File: src/rtl/core/int8_int4_group_dequant_mac_assert.svh
// Assertion macros for the group dequantizing MAC.
// Each macro samples on the rising edge of clk and is off while rst_n is low.
`ifndef INT8_INT4_GROUP_DEQUANT_MAC_ASSERT_SVH
`define INT8_INT4_GROUP_DEQUANT_MAC_ASSERT_SVH
`ifndef SYNTHESIS
// Property must hold at every sampled edge.
`define I8I4GDM_ASSERT(lbl, prop, msg) \
    lbl: assert property (@(posedge clk) disable iff (!rst_n) prop) else $error(msg);
// Expression must never be true at a sampled edge.
`define I8I4GDM_NEVER(lbl, expr, msg) \
    lbl: assert property (@(posedge clk) disable iff (!rst_n) !(expr)) else $error(msg);
`else
`define I8I4GDM_ASSERT(lbl, prop, msg)
`define I8I4GDM_NEVER(lbl, expr, msg)
`endif
`endif

File: src/rtl/core/i8i4gdm_pkg.sv
`timescale 1ns / 1ps
`default_nettype none

package i8i4gdm_pkg;

    // Datapath geometry.
    localparam int COLUMN_LANES  = 2;
    localparam int FRACTION_BITS = 16;
    localparam int ACC_WIDTH     = 48;
    localparam int OUT_WIDTH     = 48;

    localparam int BYTE_W   = 8;
    localparam int NIBBLE_W = BYTE_W / COLUMN_LANES;
    localparam logic [NIBBLE_W-1:0] NIBBLE_MASK = NIBBLE_W'(4'hf);

    localparam int SCALE_W = 31;
    localparam int WORD_W  = 32;
    localparam int BIAS_W  = 32;
    localparam int DIFF_W  = BYTE_W + 1;
    localparam int PROD_W  = 2 * DIFF_W;

    // Scaling product widths: magnitude * act scale, then split by 32 bits.
    localparam int MAG_W = WORD_W;
    localparam int M_W   = MAG_W + SCALE_W;
    localparam int MHI_W = M_W - WORD_W;
    localparam int LO_W  = WORD_W + SCALE_W;
    localparam int MID_W = MHI_W + SCALE_W;
    localparam int TOT_W = MID_W + WORD_W + 1;
    localparam int Q_W   = TOT_W - FRACTION_BITS;
    localparam int EXT_W = (ACC_WIDTH > OUT_WIDTH) ? ACC_WIDTH : OUT_WIDTH;

    localparam int QUEUE_DEPTH = 2;
    localparam int QPTR_W      = $clog2(QUEUE_DEPTH);
    localparam int QCNT_W      = $clog2(QUEUE_DEPTH + 1);

    localparam logic [WORD_W-1:0] GSUM_MAX = {1'b0, {(WORD_W - 1){1'b1}}};
    localparam logic [WORD_W-1:0] GSUM_MIN = {1'b1, {(WORD_W - 1){1'b0}}};
    localparam logic [ACC_WIDTH-1:0] ACC_MAX = {1'b0, {(ACC_WIDTH - 1){1'b1}}};
    localparam logic [ACC_WIDTH-1:0] ACC_MIN = {1'b1, {(ACC_WIDTH - 1){1'b0}}};
    localparam logic [OUT_WIDTH-1:0] OUT_MAX = {1'b0, {(OUT_WIDTH - 1){1'b1}}};
    localparam logic [OUT_WIDTH-1:0] OUT_MIN = {1'b1, {(OUT_WIDTH - 1){1'b0}}};
    localparam logic signed [EXT_W-1:0] OUT_MAX_EXT = EXT_W'(OUT_MAX);
    localparam logic signed [EXT_W-1:0] OUT_MIN_EXT = EXT_W'($signed(OUT_MIN));
    localparam logic [Q_W-1:0] Q_LIM_POS = Q_W'(ACC_MAX);
    localparam logic [TOT_W-1:0] ROUND_HALF = TOT_W'(1) << (FRACTION_BITS - 1);

    typedef struct packed {
        logic [7:0]         act_byte;
        logic [7:0]         act_zero;
        logic [30:0]        act_scale;
        logic [7:0]         weight_pair;
        logic signed [7:0]  wzero_even;
        logic signed [7:0]  wzero_odd;
        logic [30:0]        wscale_even;
        logic [30:0]        wscale_odd;
        logic               group_last;
        logic               row_last;
        logic signed [31:0] bias_even;
        logic signed [31:0] bias_odd;
    } step_t;

    typedef struct packed {
        logic signed [47:0] out_even;
        logic signed [47:0] out_odd;
        logic               saturated;
    } result_t;

    // One finished group handed from the front to the back.
    typedef struct packed {
        logic [COLUMN_LANES-1:0][WORD_W-1:0]  gsum;
        logic [SCALE_W-1:0]                   ascale;
        logic [COLUMN_LANES-1:0][SCALE_W-1:0] wscale;
        logic [COLUMN_LANES-1:0][BIAS_W-1:0]  bias;
        logic                                 row_end;
        logic                                 sat;
    } job_t;

    typedef struct packed {
        logic full;
        logic empty;
    } q_stat_t;

    typedef enum logic [8:0] {
        B_IDLE  = 9'b000000001,
        B_MULA  = 9'b000000010,
        B_MULLO = 9'b000000100,
        B_MULHI = 9'b000001000,
        B_SUM   = 9'b000010000,
        B_TERM  = 9'b000100000,
        B_ACC   = 9'b001000000,
        B_BIAS  = 9'b010000000,
        B_OUT   = 9'b100000000
    } back_state_t;

endpackage

`default_nettype wire

File: src/rtl/core/i8i4gdm_queue.sv
`timescale 1ns / 1ps
`default_nettype none

module i8i4gdm_queue (
    input  wire logic              clk,
    input  wire logic              rst_n,
    input  wire logic              push,
    input  wire i8i4gdm_pkg::job_t push_job,
    input  wire logic              pop,
    output i8i4gdm_pkg::job_t      head,
    output i8i4gdm_pkg::q_stat_t   q_stat
);

    i8i4gdm_pkg::job_t slot_reg [i8i4gdm_pkg::QUEUE_DEPTH];
    logic [i8i4gdm_pkg::QPTR_W-1:0] wr_ptr_reg, wr_ptr_next;
    logic [i8i4gdm_pkg::QPTR_W-1:0] rd_ptr_reg, rd_ptr_next;
    logic [i8i4gdm_pkg::QCNT_W-1:0] count_reg, count_next;

    assign head         = slot_reg[rd_ptr_reg];
    assign q_stat.full  = (count_reg == i8i4gdm_pkg::QCNT_W'(i8i4gdm_pkg::QUEUE_DEPTH));
    assign q_stat.empty = (count_reg == '0);

    always_comb
    begin
        wr_ptr_next = wr_ptr_reg;
        rd_ptr_next = rd_ptr_reg;
        if (push)
            wr_ptr_next = (wr_ptr_reg == i8i4gdm_pkg::QPTR_W'(i8i4gdm_pkg::QUEUE_DEPTH - 1))
                          ? '0 : wr_ptr_reg + 1'b1;
        if (pop)
            rd_ptr_next = (rd_ptr_reg == i8i4gdm_pkg::QPTR_W'(i8i4gdm_pkg::QUEUE_DEPTH - 1))
                          ? '0 : rd_ptr_reg + 1'b1;
        count_next = count_reg + i8i4gdm_pkg::QCNT_W'(push) - i8i4gdm_pkg::QCNT_W'(pop);
    end

    always_ff @(posedge clk or negedge rst_n)
    begin
        if (!rst_n)
        begin
            wr_ptr_reg <= '0;
            rd_ptr_reg <= '0;
            count_reg  <= '0;
        end
        else
        begin
            wr_ptr_reg <= wr_ptr_next;
            rd_ptr_reg <= rd_ptr_next;
            count_reg  <= count_next;
        end
    end

    always_ff @(posedge clk)
    begin
        if (push)
            slot_reg[wr_ptr_reg] <= push_job;
    end

endmodule

`default_nettype wire

File: config.mk
export PLATFORM = sky130hd
export DESIGN_NAME = i8i4gdm_queue
export DESIGN_NICKNAME = d
export VERILOG_FILES = /design/src/rtl/core/int8_int4_group_dequant_mac_assert.svh /design/src/rtl/core/i8i4gdm_pkg.sv /design/src/rtl/core/i8i4gdm_queue.sv
export SDC_FILE = /design/constraint.sdc
export NUM_CORES = 1
export LEC_CHECK = 0
export BUFFER_PORTS_ARGS = -buffer_cell sky130_fd_sc_hd__buf_2
export CAP_MARGIN = 20
export CORE_MARGIN = 4
export CORE_UTILIZATION = 52
export CTS_CLUSTER_DIAMETER = 100
export DETAILED_ROUTE_END_ITERATION = 7
export PLACE_DENSITY = 0.81
export SYNTH_ARGS = -nofsm -noshare
export SYNTH_HDL_FRONTEND = slang
export SYNTH_SLANG_ARGS = --single-unit
File: constraint.sdc
create_clock -name clk -period 16.08 [get_ports clk]
set_clock_uncertainty 0.15 [all_clocks]
set_input_delay 0.804 -clock clk [delete_from_list [all_inputs] [get_ports clk]]
set_output_delay 0.804 -clock clk [all_outputs]
set_load 0.02 [all_outputs]
==> results of run 1 <==
-- power groups by stage --
stage	clock network (mW)	registers, mW	logic, mW
after floorplan	0	1.69	1.00
after global placement	0	1.66	1.30
after detailed placement	0	1.68	1.32
after CTS	0.993	1.65	1.32
after global routing	1.05	1.67	1.38
final	0.973	1.65	1.31
-- routing by layer --
layer	vias to the layer above	GRT usage
met5	-	0
met2	364	0.328
met3	75	0.0615
met1	4134	0.210
met4	4	0.0790
li1	3809	-
-- cells in the final DEF, fill, tap and decap left out, types with 3 or more instances in the layout --
cell       synthesis  routed
buf_2              6     451
edfxtp_1         446     446
mux2_4           160     160
mux2_2            63      63
clkbuf_16          0      45
diode_2            0       9
clkinv_2           0       9
clkinv_1           0       8
buf_4              0       8
clkbuf_1           0       6
bufinv_16          0       3
dfrtp_1            4       3
-- worst min path at each step --
stage | cells past startpoint | slack (ns) | start | end
after floorplan | 1 | 0.30 | wr_ptr_reg | wr_ptr_reg
after global placement | 1 | 0.38 | wr_ptr_reg | wr_ptr_reg
after detailed placement | 1 | 0.38 | wr_ptr_reg | wr_ptr_reg
after CTS | 1 | 0.29 | push_job[194] | slot_reg[1][194]
after global routing | 1 | 0.29 | push_job[168] | slot_reg[0][168]
final | 1 | 0.32 | push_job[11] | slot_reg[0][11]
-- cell type report --
| cell class | instances | area, um2 |
|---|---|---|
| Clock buffer | 53 | 1180 |
| Tap cell | 435 | 544 |
| Timing Repair Buffer | 462 | 2380 |
| Fill cell | 2133 | 10800 |
| Inverter | 2 | 7.51 |
| Antenna cell | 9 | 22.5 |
| Clock inverter | 24 | 199 |
| Sequential cell | 450 | 13500 |
| Multi-Input combinational cell | 232 | 3210 |
-- logic make-up (layout without fill, tap and decap cells) --
group | Yosys count | count (layout) | synth area share
multiplexers | 223 | 223 | 0.184
adder cells (fa/ha/maj) | 2 | 2 | 0.00148
flip-flops | 450 | 450 | 0.796
buffers and inverters | 27 | 541 | 0.0148
XOR/XNOR | 3 | 3 | 0.00244
AND/OR/NAND/NOR | 4 | 4 | 0.00133
other | 0 | 9 | 0
-- worst max-delay path, cell delays in order, from the launching register on --
cell and delay [ns]:
dfrtp_4 1.07, buf_4 0.85, buf_4 0.81, mux2_4 0.36
buf_2 0.16
-- stage by stage --
stage / setup slack [ns] / area (um2) / hold WS [ns] / total power, mW
5_1_grt: 11.08 / 21000 / 0.292 / 4.10
3_5_place_dp: 11.78 / 19600 / 0.383 / 3.00
2_1_floorplan: 4.68 / 16900 / 0.303 / 2.69
3_3_place_gp: 11.85 / 19600 / 0.378 / 2.97
6_report: 11.28 / 21000 / 0.318 / 3.94
4_1_cts: 11.20 / 21000 / 0.290 / 3.97
==> impl_results.md, run 1 <==
- Status: completed
- Setup TNS: 0 ns
- Reg2reg end: slot_reg[0][220]
- Clk buf depth: 3
- FF-to-FF setup slack: 12.84 ns
- Placed Cells: 1,578
- Crit path max fanout: 62
- Mapped Area: 0.0169 mm2
- Post-synth top cells: 446 x edfxtp_1, 160 x mux2_4, 63 x mux2_2
- DR iter-0 viols: 507
- Row count: 65
- Post-route DRC: 0
- Period utilisation layout: 0.299
- Clk sinks: 450
- DRT Pass-1 Iters: 4
- FF-to-FF path depth: 3
- Post-synthesis sequential area ratio: 0.796
- Maximum number of pins on one net before global-route repair: 82
- Cell taking the most area after synthesis: edfxtp_1
- Core region area: 0.0319 mm2
- Ys flop type: edfxtp_1
- Clock root buffer: clkbuf_16
- Synth Area per Inst: 23.9 um2
- Layout cells sized above 1: 0.613
- Number of synthesized flops with an enable pin: 446
- H-tree Lvls: 2
- Worst EP required: 15.13 ns
- Final wirelength: 35.0 mm
- CP Capture Type: primary output
- Critical Path AT: 3.85 ns
- Pint: 2.70 mW
- Die Wd: 189 um
- CTS tree: yes
- CTS Hold Bufs: 1
- Area Growth Syn to Fin: 24.2%
- Setup crit end: head[109]
- Mapped Cells: 709
- Hpwl dp: 24.0 mm
- Vias in the first global route: 8,915
- RSZ-0062 raised after global routing: false
- Synth top area share: 0.790
- Top sig layer: met5
- Clk_lat worst skew: 0.52 ns
- Switching pwr: 1.24 mW
- Initial antenna violation count: 11
- Post-route ant nets: 0
- Crit path kind: flip-flop to primary output
- RD Place Congestion: 0.788
- Starting Density: 0.532
- Clk slew on worst S/H paths: 0.06 ns
- Reg power frac: 0.419
- Vias post-DR: 8,386
- Max-slew violation count: 0
- Met3 WL: 2.95 mm
- Final setup fails: 0
- GRT Util Overall: 0.187
- Die height: 189 um
- Fmax: 208 MHz
- Switch share: 0.315
- Worst Setup SP: rd_ptr_reg
- Port bufs: 451
- Max reg flops: 446
- Metal-1 WL: 12.5 mm
- Relative slew slack: 0.237
- # IOs: 452
- Met2 routed WL: 18.2 mm
- Clock power share: 0.247
- Max VDD drop: 153 uV
- P per Cell Area: 187 mW/mm2
- Transition time of the tightest slew-check pin: 1.14 ns
- Ys async rst share: 0.00889
- Global route overflow: 0
- First-pass GRT wire length: 51.3 mm
- Most common cell in the netlist: edfxtp_1
- Comb power frac: 0.334
- Post_cts resized: 0
- Non-filler cells, final: 1,667
- Startpoint Class: flip-flop
- Synth Warn #: 0
- Count of cell types in the netlist: 13
- Final Util: 0.660
- #FFs+latches synth: 450
- Period minus WS final: 4.80 ns
- Die area: 0.0355 mm2
- Post-CTS setup buffer count: 0
- Syn nets: 938
- CTS Buf Count: 44
- Count of final hold-check violations: 0
- Pleak: 8.38 nW
- Ranking of synthesized cells by area: edfxtp_1 79%, mux2_4 14%, mux2_2 4.2%
- Hold WC Path Type: input port to flip-flop
- Via density: 5.03
- Number of max-cap violations: 0
- Nets: 1,421
- Worst r2r src: wr_ptr_reg
- Routed length per instance: 21.0 um
Power figures use the tool's default switching activity.
==> run 2: changes to the inputs <==
- clock period: 16.08 -> 4.9 ns (I/O delays scaled with it)
==> run 2 against run 1 <==
Net effect:
- critical path depth decreased by 1
- register-to-register slack got worse by 10 ns
- global-route usage increased by 3.5 points
- die area unchanged
- sequential power increased to 3.3 times the previous value
- hold slack got worse by 0.032 ns
- total power increased to 3.3 times the previous value
- flip-flop and latch count unchanged
- largest cell class unchanged
- largest power group unchanged
==> impl_results.md, run 2 (synthesized netlist as in run 1, its figures left out) <==
- Status: completed
- Die height: 189 um
- First-pass GRT wire length: 60.8 mm
- CTS Buf Count: 45
- Critical Path AT: 2.59 ns
- H-tree Lvls: 2
- Startpoint Class: flip-flop
- Max reg flops: 446
- Worst r2r src: wr_ptr_reg
- Area Growth Syn to Fin: 37.5%
- Starting Density: 0.532
- Hold WC Path Type: input port to flip-flop
- Count of final hold-check violations: 0
- Clk slew on worst S/H paths: 0.06 ns
- Pleak: 9.31 nW
- Crit path kind: flip-flop to primary output
- Fmax: 335 MHz
- DR iter-0 viols: 472
- CTS tree: yes
- Post_cts resized: 0
- GRT Util Overall: 0.222
- Clk_lat worst skew: 0.53 ns
- Setup TNS: 0 ns
- Clk sinks: 450
- Transition time of the tightest slew-check pin: 0.932 ns
- Number of max-cap violations: 0
- Max VDD drop: 399 uV
- FF-to-FF setup slack: 2.56 ns
- Clock root buffer: clkbuf_16
- Final wirelength: 41.0 mm
- CP Capture Type: primary output
- Most frequent cells in the layout: 451 x buf_2, 446 x edfxtp_1, 227 x dlygate4sd3_1
- Routed length per instance: 21.7 um
- Layout cells sized above 1: 0.512
- Row count: 65
- Global route overflow: 0
- # IOs: 452
- Worst Setup SP: rd_ptr_reg
- Port bufs: 451
- Nets: 1,647
- Period minus WS final: 2.99 ns
- Hpwl dp: 23.6 mm
- Hold Slack: 0.286 ns
- Die Wd: 189 um
- Vias in the first global route: 10.4k
- P per Cell Area: 565 mW/mm2
- Max-slew violation count: 0
- Post-route DRC: 0
- Relative slew slack: 0.379
- Initial antenna violation count: 3
- Post-CTS setup buffer count: 0
- Final setup fails: 0
- Clk buf depth: 3
- Maximum number of pins on one net before global-route repair: 117
- Via density: 5.01
- Crit path max fanout: 66
- Die area: 0.0355 mm2
- Worst EP required: 4.51 ns
- Vias post-DR: 9,474
- Min-delay src: push_job[201]
- Most common cell after layout, fill and taps aside: buf_2
- Core region area: 0.0319 mm2
- Post-route ant nets: 0
- DRT Pass-1 Iters: 4
- Period utilisation layout: 0.610
- RSZ-0062 raised after global routing: false
- RD Place Congestion: 0.772
run 2: cell count changes in the layout (fill, tap and decap cells not counted), moves of 3 or more:
cell           before  now
clkbuf_1            6    9
diode_2             9    3
buf_12              0    6
buf_4               8    3
clkinv_2            9    6
clkinv_1            8   15
dlygate4sd3_1       1  227
run 2: final cells by class:
class                           instances  area, um2
Antenna cell                            3       7.51
Multi-Input combinational cell        232       3210
Inverter                                2       7.51
Sequential cell                       450      13500
Clock buffer                           56       1210
Fill cell                            1806       8580
Tap cell                              435        544
Clock inverter                         26        150
Timing Repair Buffer                  687       4670
run 2: repair_timing:
action                                  4_1_cts  5_1_grt
hold endpoints to repair                    453        0
hold buffers                                227        0
endpoints found under the setup margin        0        0
run 2: through the flow:
stage               utilization  worst slack (ns)  area [um2]  power, mW  std cells
global placement          0.617              2.46       19700       9.77       1579
CTS                       0.731              1.87       23300       13.1       1888
floorplan                     -             0.594       17000       8.67        709
detailed placement        0.617              2.44       19700       9.85       1579
finish                    0.731              1.91       23300       13.2       1891
global route              0.731              1.82       23300       13.7       1891
run 2: metal layers:
| layer | routed length, um | vias to the layer above | part of all wire | track usage |
|---|---|---|---|---|
| met5 | 0 | - | 0 | 0 |
| li1 | - | 4259 | - | - |
| met1 | 14400 | 4687 | 0.35 | 0.237 |
| met2 | 22300 | 427 | 0.54 | 0.422 |
| met4 | 1710 | 0 | 0.042 | 0.0908 |
| met3 | 2570 | 101 | 0.063 | 0.0517 |
run 2: critical path, cell delays in order, from the launching register on:
cell	delay (ns)
dfrtp_4	0.98
buf_12	0.47
mux2_4	0.35
buf_2	0.16
run 2: worst paths after layout:
path	endpoint	depth (start not counted)
min in group asynchronous	count_reg[1]	3
min	slot_reg[1][201]	2
max	head[200]	3
min reg2reg	wr_ptr_reg	1
max reg2reg	slot_reg[1][85]	2
max in group asynchronous	rd_ptr_reg	3
run 2: power breakdown:
part	switching, mW	internal, mW	total, mW
combinational	2.58	1.99	4.57
clock	1.37	1.80	3.17
sequential	0.305	5.11	5.42
total	4.26	8.90	13.2
==> run 3: changes to the inputs <==
- ABC_AREA: default -> 1
- CORE_UTILIZATION: 52 -> 53
- PLACE_DENSITY: 0.81 -> 0.82
- clock period: 4.9 -> 2.95 ns (I/O delays scaled with it)
==> run 3 against run 2 <==
Net effect:
- synthesized cell count grew 68%
- core utilization grew 1.1 points
- hold slack lost 0.099 ns
==> impl_results.md, run 3 <==
- Row count: 65
- Ranking of synthesized cells by area: edfxtp_1 78%, o21ai_2 5.1%, inv_1 5.0%
- FF-to-FF setup slack: 0.81 ns
- Syn nets: 1,419
- Final worst setup slack: 0.301 ns
- Area Growth Syn to Fin: 36.9%
- Synth Area per Inst: 14.5 um2
- Maximum number of pins on one net before global-route repair: 78
- Starting Density: 0.542
- Vias in the first global route: 13.2k
- Critical Path AT: 2.35 ns
- Worst EP required: 2.65 ns
- Period minus WS final: 2.65 ns
- Clk_lat worst skew: 0.53 ns
- RSZ-0062 raised after global routing: false
- Synth Warn #: 0
- Crit path kind: flip-flop to primary output
- P per Cell Area: 961 mW/mm2
- Via density: 5.12
- Ys async rst share: 0.00889
- Mapped Area: 0.0172 mm2
- Area after DPL: 0.0200 mm2
- Post-synthesis sequential area ratio: 0.783
- Max-slew violation count: 0
- Hold WC Path Type: input port to flip-flop
- Synth top area share: 0.777
- Mapped Cells: 1,190
- Most common cell after layout, fill and taps aside: buf_2
- #FFs+latches synth: 450
- Min-delay src: push_job[34]
- Post-route ant nets: 0
- Status: completed
- Post-synth top cells: 446 x edfxtp_1, 230 x inv_1, 229 x nand2_1
- Number of synthesized flops with an enable pin: 446
- Clock root buffer: clkbuf_16
- CTS tree: yes
- Number of max-cap violations: 0
- Die Wd: 188 um
- Nets: 2,123
- Max reg flops: 446
- Transition time of the tightest slew-check pin: 0.851 ns
- Clk slew on worst S/H paths: 0.07 ns
- Layout cells sized above 1: 0.334
- Pleak: 10.0 nW
- Cell taking the most area after synthesis: edfxtp_1
- Die area: 0.0355 mm2
- H-tree Lvls: 2
- Global route overflow: 0
- Final setup fails: 0
- # IOs: 452
- Most common cell in the netlist: edfxtp_1
- Crit path max fanout: 71
- Worst r2r src: wr_ptr_reg
- Final wirelength: 47.5 mm
- DRT Pass-1 Iters: 5
- Relative slew slack: 0.432
- Routed length per instance: 20.1 um
- Vias post-DR: 12.1k
- Count of final hold-check violations: 0
- Initial antenna violation count: 4
- WHS Path Cells: 2
- Core region area: 0.0318 mm2
- Clk buf depth: 3
- First-pass GRT wire length: 71.5 mm
- Die height: 188 um
- Ys flop type: edfxtp_1
- RD Place Congestion: 0.789
- Hold endpoint: slot_reg[0][34]
- GRT Util Overall: 0.257
- DR iter-0 viols: 781
- Port bufs: 451
- Most frequent cells in the layout: 451 x buf_2, 446 x edfxtp_1, 229 x inv_1
- Clk sinks: 450
- Period utilisation layout: 0.898
- Hpwl dp: 26.7 mm
- Pre-CTS setup slack: 0.783 ns
- FF-to-FF path depth: 3
- Max VDD drop: 657 uV
- Post-route DRC: 0
- Reg2reg end: slot_reg[1][122]
- CTS Buf Count: 45
- Startpoint Class: flip-flop
- CP Capture Type: primary output
- Fmax: 378 MHz
- Finished Cell Area: 0.0236 mm2
- Count of cell types in the netlist: 13
- # fillers: 1,733
==> run 3: cell count changes after synthesis, moves of 63 or more <==
cell and change:
nand2_1 +229, inv_1 +228, mux2_4 -160, o21ai_1 +123
o21ai_2 +100, mux2_2 -63
==> run 3: area by class of cell <==
class                   count  area [um2]  area share
flip-flops and latches    450       13500       0.572
repair buffers            707        4930       0.209
multi-input cells         460        2420       0.103
clock buffers              56        1210      0.0513
inverters                 230         867      0.0368
well taps                 435         544      0.0231
clock inverters            22         110     0.00467
diodes                      4        10.0    0.000424
==> run 3: cell families (layout without fill, tap and decap cells) <==
kind of cell    Yosys count  in the layout  share of synthesized area
flops                   450            450                      0.783
fa+ha+maj                 2              2                    0.00145
other cells               0              4                          0
buf+inv                 280           1015                     0.0774
xor+xnor                  2              2                    0.00102
simple gates            233            233                     0.0508
compound gates          223            223                     0.0865
==> run 3: report_power, final <==
part	switching [mW]	internal [mW]
clock network	2.35	2.90
registers	0.490	8.48
logic	5.85	2.61
total	8.69	14.0
==> run 3: routing by layer <==
metal | wire length, um | vias up | GRT usage
li1 | - | 5484 | -
met1 | 15900 | 5793 | 0.270
met2 | 25500 | 648 | 0.479
met3 | 3630 | 167 | 0.0643
met4 | 2420 | 2 | 0.124
met5 | 13 | - | 0
==> run 3: worst max path at each step <==
stage	startpoint	endpoint	slack (ns)	depth (start not counted)
finish	rd_ptr_reg	head[214]	0.30	4
global placement	wr_ptr_reg	slot_reg[1][108]	0.79	3
CTS	rd_ptr_reg	head[85]	0.34	4
floorplan	wr_ptr_reg	slot_reg[1][0]	-1.41	2
global route	rd_ptr_reg	head[18]	0.15	4
detailed placement	wr_ptr_reg	slot_reg[1][108]	0.78	3
==> run 3: worst max-delay path: stages, from the launching register on <==
cell,delay (ns)
dfrtp_4,0.88
buf_12,0.35
nand2_1,0.15
o21ai_1,0.17
buf_2,0.21
==> run 3: through the flow <==
stage | TNS, ns | cells | hold slack, ns | total power [mW] | util
after floorplan | -617.47 | 1190 | -0.298 | 14.6 | -
after global placement | 0 | 2055 | -0.191 | 16.8 | 0.629
after detailed placement | 0 | 2055 | -0.188 | 17.0 | 0.629
after CTS | 0 | 2360 | 0.162 | 22.4 | 0.742
after global routing | 0 | 2363 | 0.170 | 23.7 | 0.742
final | 0 | 2364 | 0.187 | 22.7 | 0.742
==> run 3: what timing repair did <==
item	in CTS	in global routing
hold buffers	227	0
buffers inserted	0	0
endpoints found under the hold margin	454	0
resized for setup	0	0
