[config.mk]
export PLATFORM = sky130hd
export DESIGN_NAME = i8i4gdm_front
export DESIGN_NICKNAME = d
export VERILOG_FILES = /design/src/rtl/core/int8_int4_group_dequant_mac_assert.svh /design/src/rtl/core/i8i4gdm_pkg.sv /design/src/rtl/core/i8i4gdm_front.sv
export SDC_FILE = /design/constraint.sdc
export NUM_CORES = 1
export LEC_CHECK = 0
export BUFFER_PORTS_ARGS = -buffer_cell sky130_fd_sc_hd__clkbuf_2
export CORE_MARGIN = 5
export CORE_UTILIZATION = 56
export CTS_CLUSTER_DIAMETER = 60
export DETAILED_ROUTE_END_ITERATION = 10
export PLACE_DENSITY = 0.91
export SYNTH_ARGS = -nofsm -noshare
export SYNTH_HDL_FRONTEND = slang
export SYNTH_SLANG_ARGS = --single-unit
[constraint.sdc]
create_clock -name clk -period 17.3 [get_ports clk]
set_input_delay 3.46 -clock clk [delete_from_list [all_inputs] [get_ports clk]]
set_output_delay 3.46 -clock clk [all_outputs]
set_load 0.01 [all_outputs]
[src/rtl/core/int8_int4_group_dequant_mac_assert.svh]
// Assertion macros for the group dequantizing MAC.
// Each macro samples on the rising edge of clk and is off while rst_n is low.
`ifndef INT8_INT4_GROUP_DEQUANT_MAC_ASSERT_SVH
`define INT8_INT4_GROUP_DEQUANT_MAC_ASSERT_SVH
`ifndef SYNTHESIS
// Property must hold at every sampled edge.
`define I8I4GDM_ASSERT(lbl, prop, msg) \
    lbl: assert property (@(posedge clk) disable iff (!rst_n) prop) else $error(msg);
// Expression must never be true at a sampled edge.
`define I8I4GDM_NEVER(lbl, expr, msg) \
    lbl: assert property (@(posedge clk) disable iff (!rst_n) !(expr)) else $error(msg);
`else
`define I8I4GDM_ASSERT(lbl, prop, msg)
`define I8I4GDM_NEVER(lbl, expr, msg)
`endif
`endif

[src/rtl/core/i8i4gdm_pkg.sv]
`timescale 1ns / 1ps
`default_nettype none

package i8i4gdm_pkg;

    // Datapath geometry.
    localparam int COLUMN_LANES  = 2;
    localparam int FRACTION_BITS = 16;
    localparam int ACC_WIDTH     = 48;
    localparam int OUT_WIDTH     = 48;

    localparam int BYTE_W   = 8;
    localparam int NIBBLE_W = BYTE_W / COLUMN_LANES;
    localparam logic [NIBBLE_W-1:0] NIBBLE_MASK = NIBBLE_W'(4'hf);

    localparam int SCALE_W = 31;
    localparam int WORD_W  = 32;
    localparam int BIAS_W  = 32;
    localparam int DIFF_W  = BYTE_W + 1;
    localparam int PROD_W  = 2 * DIFF_W;

    // Scaling product widths: magnitude * act scale, then split by 32 bits.
    localparam int MAG_W = WORD_W;
    localparam int M_W   = MAG_W + SCALE_W;
    localparam int MHI_W = M_W - WORD_W;
    localparam int LO_W  = WORD_W + SCALE_W;
    localparam int MID_W = MHI_W + SCALE_W;
    localparam int TOT_W = MID_W + WORD_W + 1;
    localparam int Q_W   = TOT_W - FRACTION_BITS;
    localparam int EXT_W = (ACC_WIDTH > OUT_WIDTH) ? ACC_WIDTH : OUT_WIDTH;

    localparam int QUEUE_DEPTH = 2;
    localparam int QPTR_W      = $clog2(QUEUE_DEPTH);
    localparam int QCNT_W      = $clog2(QUEUE_DEPTH + 1);

    localparam logic [WORD_W-1:0] GSUM_MAX = {1'b0, {(WORD_W - 1){1'b1}}};
    localparam logic [WORD_W-1:0] GSUM_MIN = {1'b1, {(WORD_W - 1){1'b0}}};
    localparam logic [ACC_WIDTH-1:0] ACC_MAX = {1'b0, {(ACC_WIDTH - 1){1'b1}}};
    localparam logic [ACC_WIDTH-1:0] ACC_MIN = {1'b1, {(ACC_WIDTH - 1){1'b0}}};
    localparam logic [OUT_WIDTH-1:0] OUT_MAX = {1'b0, {(OUT_WIDTH - 1){1'b1}}};
    localparam logic [OUT_WIDTH-1:0] OUT_MIN = {1'b1, {(OUT_WIDTH - 1){1'b0}}};
    localparam logic signed [EXT_W-1:0] OUT_MAX_EXT = EXT_W'(OUT_MAX);
    localparam logic signed [EXT_W-1:0] OUT_MIN_EXT = EXT_W'($signed(OUT_MIN));
    localparam logic [Q_W-1:0] Q_LIM_POS = Q_W'(ACC_MAX);
    localparam logic [TOT_W-1:0] ROUND_HALF = TOT_W'(1) << (FRACTION_BITS - 1);

    typedef struct packed {
        logic [7:0]         act_byte;
        logic [7:0]         act_zero;
        logic [30:0]        act_scale;
        logic [7:0]         weight_pair;
        logic signed [7:0]  wzero_even;
        logic signed [7:0]  wzero_odd;
        logic [30:0]        wscale_even;
        logic [30:0]        wscale_odd;
        logic               group_last;
        logic               row_last;
        logic signed [31:0] bias_even;
        logic signed [31:0] bias_odd;
    } step_t;

    typedef struct packed {
        logic signed [47:0] out_even;
        logic signed [47:0] out_odd;
        logic               saturated;
    } result_t;

    // One finished group handed from the front to the back.
    typedef struct packed {
        logic [COLUMN_LANES-1:0][WORD_W-1:0]  gsum;
        logic [SCALE_W-1:0]                   ascale;
        logic [COLUMN_LANES-1:0][SCALE_W-1:0] wscale;
        logic [COLUMN_LANES-1:0][BIAS_W-1:0]  bias;
        logic                                 row_end;
        logic                                 sat;
    } job_t;

    typedef struct packed {
        logic full;
        logic empty;
    } q_stat_t;

    typedef enum logic [8:0] {
        B_IDLE  = 9'b000000001,
        B_MULA  = 9'b000000010,
        B_MULLO = 9'b000000100,
        B_MULHI = 9'b000001000,
        B_SUM   = 9'b000010000,
        B_TERM  = 9'b000100000,
        B_ACC   = 9'b001000000,
        B_BIAS  = 9'b010000000,
        B_OUT   = 9'b100000000
    } back_state_t;

endpackage

`default_nettype wire

[src/rtl/core/i8i4gdm_front.sv]
`timescale 1ns / 1ps
`default_nettype none

module i8i4gdm_front (
    input  wire logic                 clk,
    input  wire logic                 rst_n,
    input  wire logic                 step_valid,
    output logic                      step_ready,
    input  wire i8i4gdm_pkg::step_t   step,
    input  wire i8i4gdm_pkg::q_stat_t q_stat,
    output logic                      push,
    output i8i4gdm_pkg::job_t         job
);

    logic [i8i4gdm_pkg::COLUMN_LANES-1:0][i8i4gdm_pkg::WORD_W-1:0] gsum_reg, gsum_next;
    logic sat_reg, sat_next;

    logic signed [i8i4gdm_pkg::DIFF_W-1:0] act_d;
    logic signed [7:0] wz [i8i4gdm_pkg::COLUMN_LANES];
    logic [i8i4gdm_pkg::NIBBLE_W-1:0] nib [i8i4gdm_pkg::COLUMN_LANES];
    logic signed [i8i4gdm_pkg::DIFF_W-1:0] w_d [i8i4gdm_pkg::COLUMN_LANES];
    logic signed [i8i4gdm_pkg::PROD_W-1:0] prod [i8i4gdm_pkg::COLUMN_LANES];
    logic [i8i4gdm_pkg::WORD_W:0] sum_w [i8i4gdm_pkg::COLUMN_LANES];
    logic [i8i4gdm_pkg::COLUMN_LANES-1:0][i8i4gdm_pkg::WORD_W-1:0] clipped;
    logic [i8i4gdm_pkg::COLUMN_LANES-1:0] ovf;
    logic accept;
    logic grp_end;

    assign step_ready = !q_stat.full;
    assign accept     = step_valid && step_ready;
    assign grp_end    = step.group_last || step.row_last;
    assign push       = accept && grp_end;

    // Zero-point correction, product and saturating group sum, one lane per column.
    always_comb
    begin
        act_d = i8i4gdm_pkg::DIFF_W'(step.act_byte) - i8i4gdm_pkg::DIFF_W'(step.act_zero);
        wz[0] = step.wzero_even;
        wz[1] = step.wzero_odd;
        for (int l = 0; l < i8i4gdm_pkg::COLUMN_LANES; l++)
        begin
            nib[l] = i8i4gdm_pkg::NIBBLE_W'(step.weight_pair >> (l * i8i4gdm_pkg::NIBBLE_W))
                     & i8i4gdm_pkg::NIBBLE_MASK;
            w_d[l] = i8i4gdm_pkg::DIFF_W'(nib[l]) - i8i4gdm_pkg::DIFF_W'(wz[l]);
            prod[l] = act_d * w_d[l];
            sum_w[l] = (i8i4gdm_pkg::WORD_W + 1)'($signed(gsum_reg[l]))
                     + (i8i4gdm_pkg::WORD_W + 1)'(prod[l]);
            ovf[l] = sum_w[l][i8i4gdm_pkg::WORD_W] ^ sum_w[l][i8i4gdm_pkg::WORD_W-1];
            if (ovf[l])
                clipped[l] = sum_w[l][i8i4gdm_pkg::WORD_W] ? i8i4gdm_pkg::GSUM_MIN
                                                           : i8i4gdm_pkg::GSUM_MAX;
            else
                clipped[l] = sum_w[l][i8i4gdm_pkg::WORD_W-1:0];
        end
    end

    always_comb
    begin
        gsum_next = gsum_reg;
        sat_next  = sat_reg;
        if (accept)
        begin
            if (grp_end)
            begin
                gsum_next = '0;
                sat_next  = 1'b0;
            end
            else
            begin
                gsum_next = clipped;
                sat_next  = sat_reg || (|ovf);
            end
        end
    end

    always_comb
    begin
        job.gsum      = clipped;
        job.ascale    = step.act_scale;
        job.wscale[0] = step.wscale_even;
        job.wscale[1] = step.wscale_odd;
        job.bias[0]   = step.bias_even;
        job.bias[1]   = step.bias_odd;
        job.row_end   = step.row_last;
        job.sat       = sat_reg || (|ovf);
    end

    always_ff @(posedge clk or negedge rst_n)
    begin
        if (!rst_n)
        begin
            gsum_reg <= '0;
            sat_reg  <= 1'b0;
        end
        else
        begin
            gsum_reg <= gsum_next;
            sat_reg  <= sat_next;
        end
    end

endmodule

`default_nettype wire

==> impl_metrics.csv, run 1 <==
group,metric,value,unit
critical_path,crit_type,"in -> out",
worst_hold_path,hp-class,"reg -> reg",
timing,setup_violations,0,
critical_path,end_kind,"primary output",
clock_tree,cts.sinks,65,
grt,grtUsageTotal,0.243,
critical_path,worst_r2r_endpoint,"gsum_reg[23]$_DFFE_PN0P_",
critical_path,critPathSlowestCell,"fa_1",
yosys,yosysWarningCount,0,
yosys,synthesis.area_per_instance,8.47,sq um
layout,layout_commonest_cell,"inv_1",
timing,period_needed,16.76,ns
critical_path,critical_path_arrival,13.30,ns
yosys,synth.yosys.seq_area_share,0.0990,
yosys,synthFlopType,"dfrtp_1",
drt,initialDrtViolationCount,961,
worst_hold_path,min_path_cells,2,
die,rows,62,
die,die_area,32900,sq um
layout,stdcell_count,2277,
worst_hold_path,whs_endpoint,"gsum_reg[49]$_DFFE_PN0P_",
timing,report.final.hold_viol_count,0,
layout,drive_above_1_share,0.101,
yosys,synth-edff-count,0,
timing,fin_tns_setup,0,ns
yosys,post-synth-top-area-cell,"fa_1",
critical_path,crit_path_start_kind,"input port",
layout,diodes,0,
drt,drt_pass1_iterations,6,
layout,ff_latch_area,1630,sq um
critical_path,cp_top_family,"adder cells",
run_status,outcome,"completed",
clock_tree,cts_htree_levels,3,
clock_tree,clk_transition_reported_paths,0.05,ns
worst_hold_path,hold_path_startpoint,"gsum_reg[49]$_DFFE_PN0P_",
timing,worst_slew_pin_slew,1.07,ns
yosys,synthTopCellsByArea,"fa_1, ha_1, dfrtp_1",
timing,final-max-slew-violation-count,0,
grt,remaining_global_route_overflow,0,
clock_tree,tritoncts,"built",
placed_design,routabilityCongestion,0.944,
grt,maximum_number_of_pins_on_one_net_before_global_route_repair,66,
layout,largest_reg_flops,64,
yosys,synthesis.instances,1939,
die,die-width,181,um
critical_path,cp_data_required_time,13.84,ns
critical_path,timing.rr.start,"gsum_reg[8]$_DFFE_PN0P_",
layout,nets,2504,
critical_path,count_of_buffer_and_inverter_cells_on_the_critical_path,10,
layout,fill_cells,2520,
drt,ant_nets,0,
drt,vias_per_cell,5.66,
grt,number_of_antenna_violations_at_the_first_check_in_global_routing,0,
yosys,yosys_register_bits,65,
timing,slew_headroom,0.289,
die,core-area,28900,sq um
critical_path,regToRegSetupSlack,10.34,ns
layout,area_growth_syn_to_layout,1.59,%
grt,via_count_of_the_first_global_routing_pass,13800,
critical_path,worst_path_most_repeated_cell,"fa_1",
placed_design,hpwl,31200,um
timing,post-route-period-util,0.969,
yosys,syn-num-nets,2554,
layout,final_core_utilization,0.578,
timing,clock.fmax,59.7,MHz
clock_tree,clkLatencyLatePin,0.35,ns
layout,layout_common_cells,"inv_1, fa_1, ha_1",
yosys,synth-async-reset-ratio,1.00,
timing,rsz0062_at_grt,"no",
drt,detail_route.wl_per_cell,17.1,um
clock_tree,max-clock-path-buffers,2,
yosys,yosys.cell_types.count,64,
yosys,synthDominantCellAreaShare,0.286,
placed_design,io_buffers,113,
clock_tree,cts_root_buffer,"clkbuf_16",
timing,final_critical_path_setup_slack,0.537,ns
run,drv.max_cap_violation_count,0,
die,initial_core_util,0.569,
grt,global_route_wire_length_before_repair,66600,um
placed_design,dpl.cell_count,2249,
timing,clock-skew-final,0.0118,ns
clock_tree,cts-buffers-inserted,9,
yosys,post_synth_instance_area,16400,sq um
critical_path,path_max_fanout,27,
drt,total_number_of_vias,12900,
layout,multiInputGateArea,11800,sq um
critical_path,timing.reg2reg.worst_path_depth,24,
drt,drc_errors,0,
placed_design,dp_worst_setup_slack,0.531,ns
die,die-height,181,um
critical_path,max_stage_delay,0.82,ns
drt,detail_route.wirelength,39000,um
clock_tree,postCtsHoldBufs,0,
die,i_o_pins,429,
[final cells by class]
cell class,instances,area share
multi-input combinational,1241,0.709
inverter,422,0.0953
timing repair buffer,150,0.0520
clock buffer,13,0.0162
sequential,65,0.0974
clock inverter,2,0.000750
tap,384,0.0288
[metal layers]
metal	vias to the layer above	global-route usage	wire length [um]
met5	-	0	0
met4	0	0.0898	1280
met3	156	0.0408	3040
met2	586	0.410	18800
met1	6308	0.316	15900
li1	5848	-	-
[kinds of logic after synthesis]
kind of cell | Yosys count | share of synthesized area
AO/OA/AOI/OAI | 342 | 0.131
adder cells (fa/ha/maj) | 432 | 0.433
multiplexers | 1 | 0.000609
XOR/XNOR | 89 | 0.0484
buffers and inverters | 633 | 0.183
flip-flops | 65 | 0.0990
AND/OR/NAND/NOR | 377 | 0.104
[tightest hold or removal path: cells and delay by family, from the launching register on]
kind	cells	cell delay [ns]
simple gates	1	0.05
compound gates	1	0.07
flops	1	0.34
[metrics by stage]
stage / hold slack, ns / instance area [sq um]
after floorplan: 0.456 / 16400
after global placement: 0.472 / 16300
after detailed placement: 0.480 / 16300
after CTS: 0.495 / 16600
after global routing: 0.515 / 16700
final: 0.492 / 16700
[worst max path at each step]
stage | startpoint | endpoint | slack [ns] | cells past startpoint
after floorplan | step[191] | job[179] | 1.75 | 38
after global placement | step[191] | job[162] | 0.87 | 39
after detailed placement | step[191] | job[162] | 0.53 | 39
after CTS | step[191] | job[162] | 0.48 | 39
after global routing | step[191] | job[162] | 0.01 | 39
final | step[191] | job[162] | 0.54 | 39
[cells in the mapped netlist (4+ instances only)]
library cell  number
buf_2             17
a21o_1            37
a41oi_1            4
o211ai_1          17
xnor2_1           50
a211oi_1           9
dfrtp_1           65
maj3_1            19
nor2b_1            8
or2_2              7
inv_1            422
o21bai_1          10
ha_1             176
and3_1             8
nand2_1          143
fa_1             235
a31oi_1           10
nor3_1            12
nand3_1           15
nand2b_1          41
a21boi_0           4
nand4_1            9
o21a_1             8
a21oi_1           83
o21ai_1           38
nor2_1           110
a221o_1            5
clkbuf_1          29
buf_4            162
and2_1            13
a22o_1            19
o21ai_0           72
xor2_1            37
[what timing repair did]
| action | 4_1_cts | 5_1_grt |
|---|---|---|
| setup buffers | 0 | 13 |
| endpoints found under the setup margin | 0 | 4 |
| resized for setup | 0 | 3 |
Power of run 1 is not shown: default switching activity piles up to over one toggle a cycle in this logic, so the estimate is an artifact.
==> inputs of run 2 (changes only) <==
CORE_UTILIZATION = 60   (was 56)
PLACE_DENSITY = 0.95   (was 0.91)
clock period = 21.4 ns   (was 17.3 ns; I/O delays follow)
==> run 2 against run 1 <==
  * Die area shrank 6.3%
  * Critical path depth shrank 2
  * Non-clock buffer count shrank 22
  * Critical endpoint is now job[160]
  * Wire length grew 2.7%
  * Hold slack lost 0.00086 ns
  * Largest cell class unchanged
==> impl_metrics.csv, run 2 (synthesized netlist as in run 1, its figures left out) <==
group,metric,value,unit
run_status,outcome,"completed",
drt,initialDrtViolationCount,974,
layout,diodes,0,
clock_tree,cts_htree_levels,3,
timing,slew_headroom,0.178,
layout,drive_above_1_share,0.0892,
critical_path,crit_path_start_kind,"input port",
clock_tree,clk_transition_reported_paths,0.05,ns
layout,post-route-cell-area,16500,sq um
drt,drc_errors,0,
placed_design,routabilityCongestion,0.936,
clock_tree,postCtsHoldBufs,0,
die,rows,60,
timing,post-route-period-util,0.924,
placed_design,hpwl,32200,um
clock_tree,tritoncts,"built",
timing,setup_violations,0,
timing,fin_tns_setup,0,ns
critical_path,end_kind,"primary output",
clock_tree,max-clock-path-buffers,2,
timing,period_needed,19.77,ns
die,die_area,30800,sq um
timing,report.final.hold_viol_count,0,
layout,layout_commonest_cell,"inv_1",
die,initial_core_util,0.610,
run,drv.max_cap_violation_count,0,
critical_path,max_stage_delay,1.12,ns
critical_path,crit_type,"in -> out",
placed_design,io_buffers,113,
die,core-area,27000,sq um
drt,drt_pass1_iterations,5,
grt,number_of_antenna_violations_at_the_first_check_in_global_routing,0,
critical_path,cp_data_required_time,17.12,ns
grt,remaining_global_route_overflow,0,
drt,ant_nets,0,
die,die-height,175,um
layout,layout_common_cells,"inv_1, fa_1, ha_1",
grt,grtUsageTotal,0.265,
clock_tree,cts_root_buffer,"clkbuf_16",
critical_path,critPathSlowestCell,"ha_1",
clock_tree,clkLatencyLatePin,0.36,ns
timing,final_critical_path_setup_slack,1.63,ns
worst_hold_path,hp-class,"reg -> reg",
clock_tree,cts-buffers-inserted,9,
grt,via_count_of_the_first_global_routing_pass,14200,
layout,fill_cells,2254,
timing,clock.fmax,50.6,MHz
timing,final_layout_worst_hold_slack,0.491,ns
placed_design,dp_worst_setup_slack,1.75,ns
grt,maximum_number_of_pins_on_one_net_before_global_route_repair,66,
critical_path,worst_path_most_repeated_cell,"fa_1",
placed_design,place_area,16200,sq um
drt,total_number_of_vias,12900,
drt,detail_route.wirelength,40000,um
drt,detail_route.wl_per_cell,18.1,um
layout,nets,2482,
critical_path,path_max_fanout,39,
clock_tree,postCtsSetupBuffers,0,
die,i_o_pins,429,
timing,clock-skew-final,0.0143,ns
grt,global_route_wire_length_before_repair,67000,um
critical_path,critical_path_arrival,15.49,ns
timing,final-max-slew-violation-count,0,
die,die-width,175,um
clock_tree,cts.sinks,65,
layout,area_growth_syn_to_layout,0.205,%
drt,vias_per_cell,5.85,
layout,largest_reg_flops,64,
clock_tree,postCtsResizedCells,0,
timing,worst_slew_pin_slew,1.23,ns
timing,rsz0062_at_grt,"no",
[run 2: cell types whose count changed in the layout (fill, tap and decap cells not counted), sizes merged]
cell | previous run | this run
buf | 38 | 16
bufinv | 0 | 2
clkbuf | 125 | 122
clkinv | 1 | 3
clkinvlp | 3 | 1
inv | 420 | 422
[run 2: path summary, 6_finish.rpt]
path                                          startpoint  depth (start not counted)                       end  slack [ns]
max in group asynchronous                          rst_n                          2   gsum_reg[6]$_DFFE_PN0P_       16.59
worst min-delay path            gsum_reg[49]$_DFFE_PN0P_                          2  gsum_reg[49]$_DFFE_PN0P_        0.49
min in group asynchronous                          rst_n                          2  gsum_reg[32]$_DFFE_PN0P_        4.16
worst min register to register  gsum_reg[49]$_DFFE_PN0P_                          2  gsum_reg[49]$_DFFE_PN0P_        0.49
worst max register to register   gsum_reg[8]$_DFFE_PN0P_                         24  gsum_reg[11]$_DFFE_PN0P_       13.62
worst max-delay path                           step[191]                         37                  job[160]        1.63
[run 2: per-stage QoR]
stage | util | cells
final | 0.611 | 2213
after global routing | 0.611 | 2213
after CTS | 0.611 | 2213
after detailed placement | 0.599 | 2197
after global placement | 0.599 | 2197
after floorplan | - | 1939
[run 2: layer usage]
metal	vias up	routed length [um]	share of wire	GRT usage
li1	5795	-	-	-
met1	6390	15500	0.39	0.323
met2	576	19800	0.49	0.458
met3	175	3160	0.079	0.0521
met4	0	1530	0.038	0.119
met5	-	0	0	0
[run 2: area by class of cell]
type,instances,area (sq um),share of cell area
clock inverter,6,82.6,0.00502
timing repair buffer,128,678,0.0412
clock buffer,10,229,0.0139
inverter,422,1580,0.0962
tap,341,427,0.0259
multi-input combinational,1241,11800,0.719
sequential,65,1630,0.0988
[run 2: critical path: cells and delay by family]
kind                       cells  cell delay [ns]
AOI/OAI and AO/OA             16             4.11
xor gates and xnor gates       1             0.11
adders and majority gates      9             5.09
buffers and inverters          8             1.12
and+or+nand+nor                3             0.73
Power of run 2 is left out for the same reason.
==> inputs of run 3 (changes only) <==
MAX_ROUTING_LAYER = met4   (was not set)
==> run 3 against run 2 <==
  * Core utilization down 0.051 points
  * Register-to-register slack worse by 0.02 ns
  * First-iteration DRC count up 8.6%
  * Cell count about the same
  * Critical path depth up 1
  * Worst setup slack better by 0.15 ns
  * Non-clock buffer count up 2
  * Critical endpoint unchanged
==> impl_metrics.csv, run 3 (synthesized netlist as in run 1, its figures left out) <==
group,metric,value,unit
critical_path,crit_type,"in -> out",
timing,clock.fmax,51.0,MHz
critical_path,timing.rr.start,"gsum_reg[8]$_DFFE_PN0P_",
critical_path,critical_path_arrival,15.35,ns
die,die-width,175,um
timing,worst_slew_pin_slew,1.21,ns
drt,ant_nets,0,
drt,initialDrtViolationCount,1058,
layout,stdcell_count,2215,
layout,final_core_utilization,0.610,
placed_design,routabilityCongestion,0.944,
clock_tree,cts_root_buffer,"clkbuf_16",
layout,ff_latch_area,1630,sq um
clock_tree,postCtsSetupBuffers,0,
drt,detail_route.wl_per_cell,18.0,um
die,core-area,27000,sq um
layout,area_growth_syn_to_layout,0.122,%
drt,vias_per_cell,5.88,
layout,fill_cells,2207,
worst_hold_path,min_path_cells,2,
critical_path,max_stage_delay,0.82,ns
grt,number_of_antenna_violations_at_the_first_check_in_global_routing,0,
placed_design,hpwl,31900,um
placed_design,dpl.cell_count,2199,
run_status,outcome,"completed",
critical_path,crit_path_start_kind,"input port",
clock_tree,max-clock-path-buffers,2,
layout,largest_reg_flops,64,
run,drv.max_cap_violation_count,0,
critical_path,timing.reg2reg.worst_path_depth,25,
drt,drc_errors,0,
critical_path,end_kind,"primary output",
clock_tree,tritoncts,"built",
clock_tree,cts-buffers-inserted,9,
critical_path,regToRegSetupSlack,13.60,ns
clock_tree,cts_htree_levels,3,
die,die_area,30800,sq um
layout,drive_above_1_share,0.0907,
die,initial_core_util,0.610,
timing,slew_headroom,0.192,
grt,grtUsageTotal,0.271,
clock_tree,postCtsHoldBufs,0,
clock_tree,clkLatencyLatePin,0.36,ns
grt,via_count_of_the_first_global_routing_pass,13900,
critical_path,path_max_fanout,22,
layout,nets,2484,
critical_path,worst_path_most_repeated_cell,"fa_1",
layout,layout_commonest_cell,"inv_1",
critical_path,worst_r2r_endpoint,"gsum_reg[17]$_DFFE_PN0P_",
critical_path,cp_data_required_time,17.12,ns
die,die-height,175,um
worst_hold_path,whs_endpoint,"gsum_reg[60]$_DFFE_PN0P_",
timing,setup_violations,0,
layout,layout_common_cells,"inv_1, fa_1, ha_1",
worst_hold_path,hold_path_startpoint,"gsum_reg[60]$_DFFE_PN0P_",
drt,total_number_of_vias,13000,
die,i_o_pins,429,
grt,global_route_wire_length_before_repair,66600,um
layout,diodes,0,
drt,drt_pass1_iterations,8,
timing,fin_tns_setup,0,ns
timing,clock-skew-final,0.0111,ns
timing,post-route-period-util,0.917,
timing,period_needed,19.63,ns
placed_design,dp_worst_setup_slack,1.91,ns
timing,report.final.hold_viol_count,0,
timing,final-max-slew-violation-count,0,
placed_design,io_buffers,113,
worst_hold_path,hp-class,"reg -> reg",
grt,remaining_global_route_overflow,0,
clock_tree,postCtsResizedCells,0,
clock_tree,cts.sinks,65,
drt,detail_route.wirelength,39900,um
critical_path,critPathSlowestCell,"a21oi_1",
clock_tree,clk_transition_reported_paths,0.06,ns
die,rows,60,
layout,multiInputGateArea,11800,sq um
timing,final_critical_path_setup_slack,1.77,ns
grt,maximum_number_of_pins_on_one_net_before_global_route_repair,66,
timing,rsz0062_at_grt,"no",
==> run 3: how the worst max path moves through the flow <==
stage	from	to	slack [ns]
after global placement	step[191]	job[160]	2.25
after global routing	step[191]	job[160]	1.14
after floorplan	step[191]	job[179]	4.21
after CTS	step[191]	job[160]	1.87
final	step[191]	job[160]	1.77
after detailed placement	step[191]	job[160]	1.91
==> run 3: per-stage QoR <==
step / instance area [sq um] / hold slack (ns)
6_report: 16500 / 0.499
5_1_grt: 16500 / 0.522
4_1_cts: 16500 / 0.500
3_5_place_dp: 16200 / 0.485
3_3_place_gp: 16200 / 0.474
2_1_floorplan: 16400 / 0.456
==> run 3: final cells by class <==
cell class | count | area share
Inverter | 422 | 0.0963
Timing Repair Buffer | 130 | 0.0421
Clock inverter | 6 | 0.00266
Tap cell | 341 | 0.0259
Multi-Input combinational cell | 1241 | 0.720
Clock buffer | 10 | 0.0145
Sequential cell | 65 | 0.0989
==> run 3: critical path, delay by kind of cell <==
kind	cells	cell delay (ns)
adders and majority gates	9	4.54
AOI/OAI and AO/OA	16	3.84
buffers and inverters	9	1.52
and+or+nand+nor	3	1.01
xor gates and xnor gates	1	0.11
==> run 3: per-layer routing <==
layer	up-vias	track usage	part of all wire
li1	5798	-	-
met1	6409	0.325	0.38
met2	640	0.453	0.49
met3	178	0.0517	0.085
met4	0	0.114	0.041
met5	-	-	0
Power of run 3 is left out for the same reason.
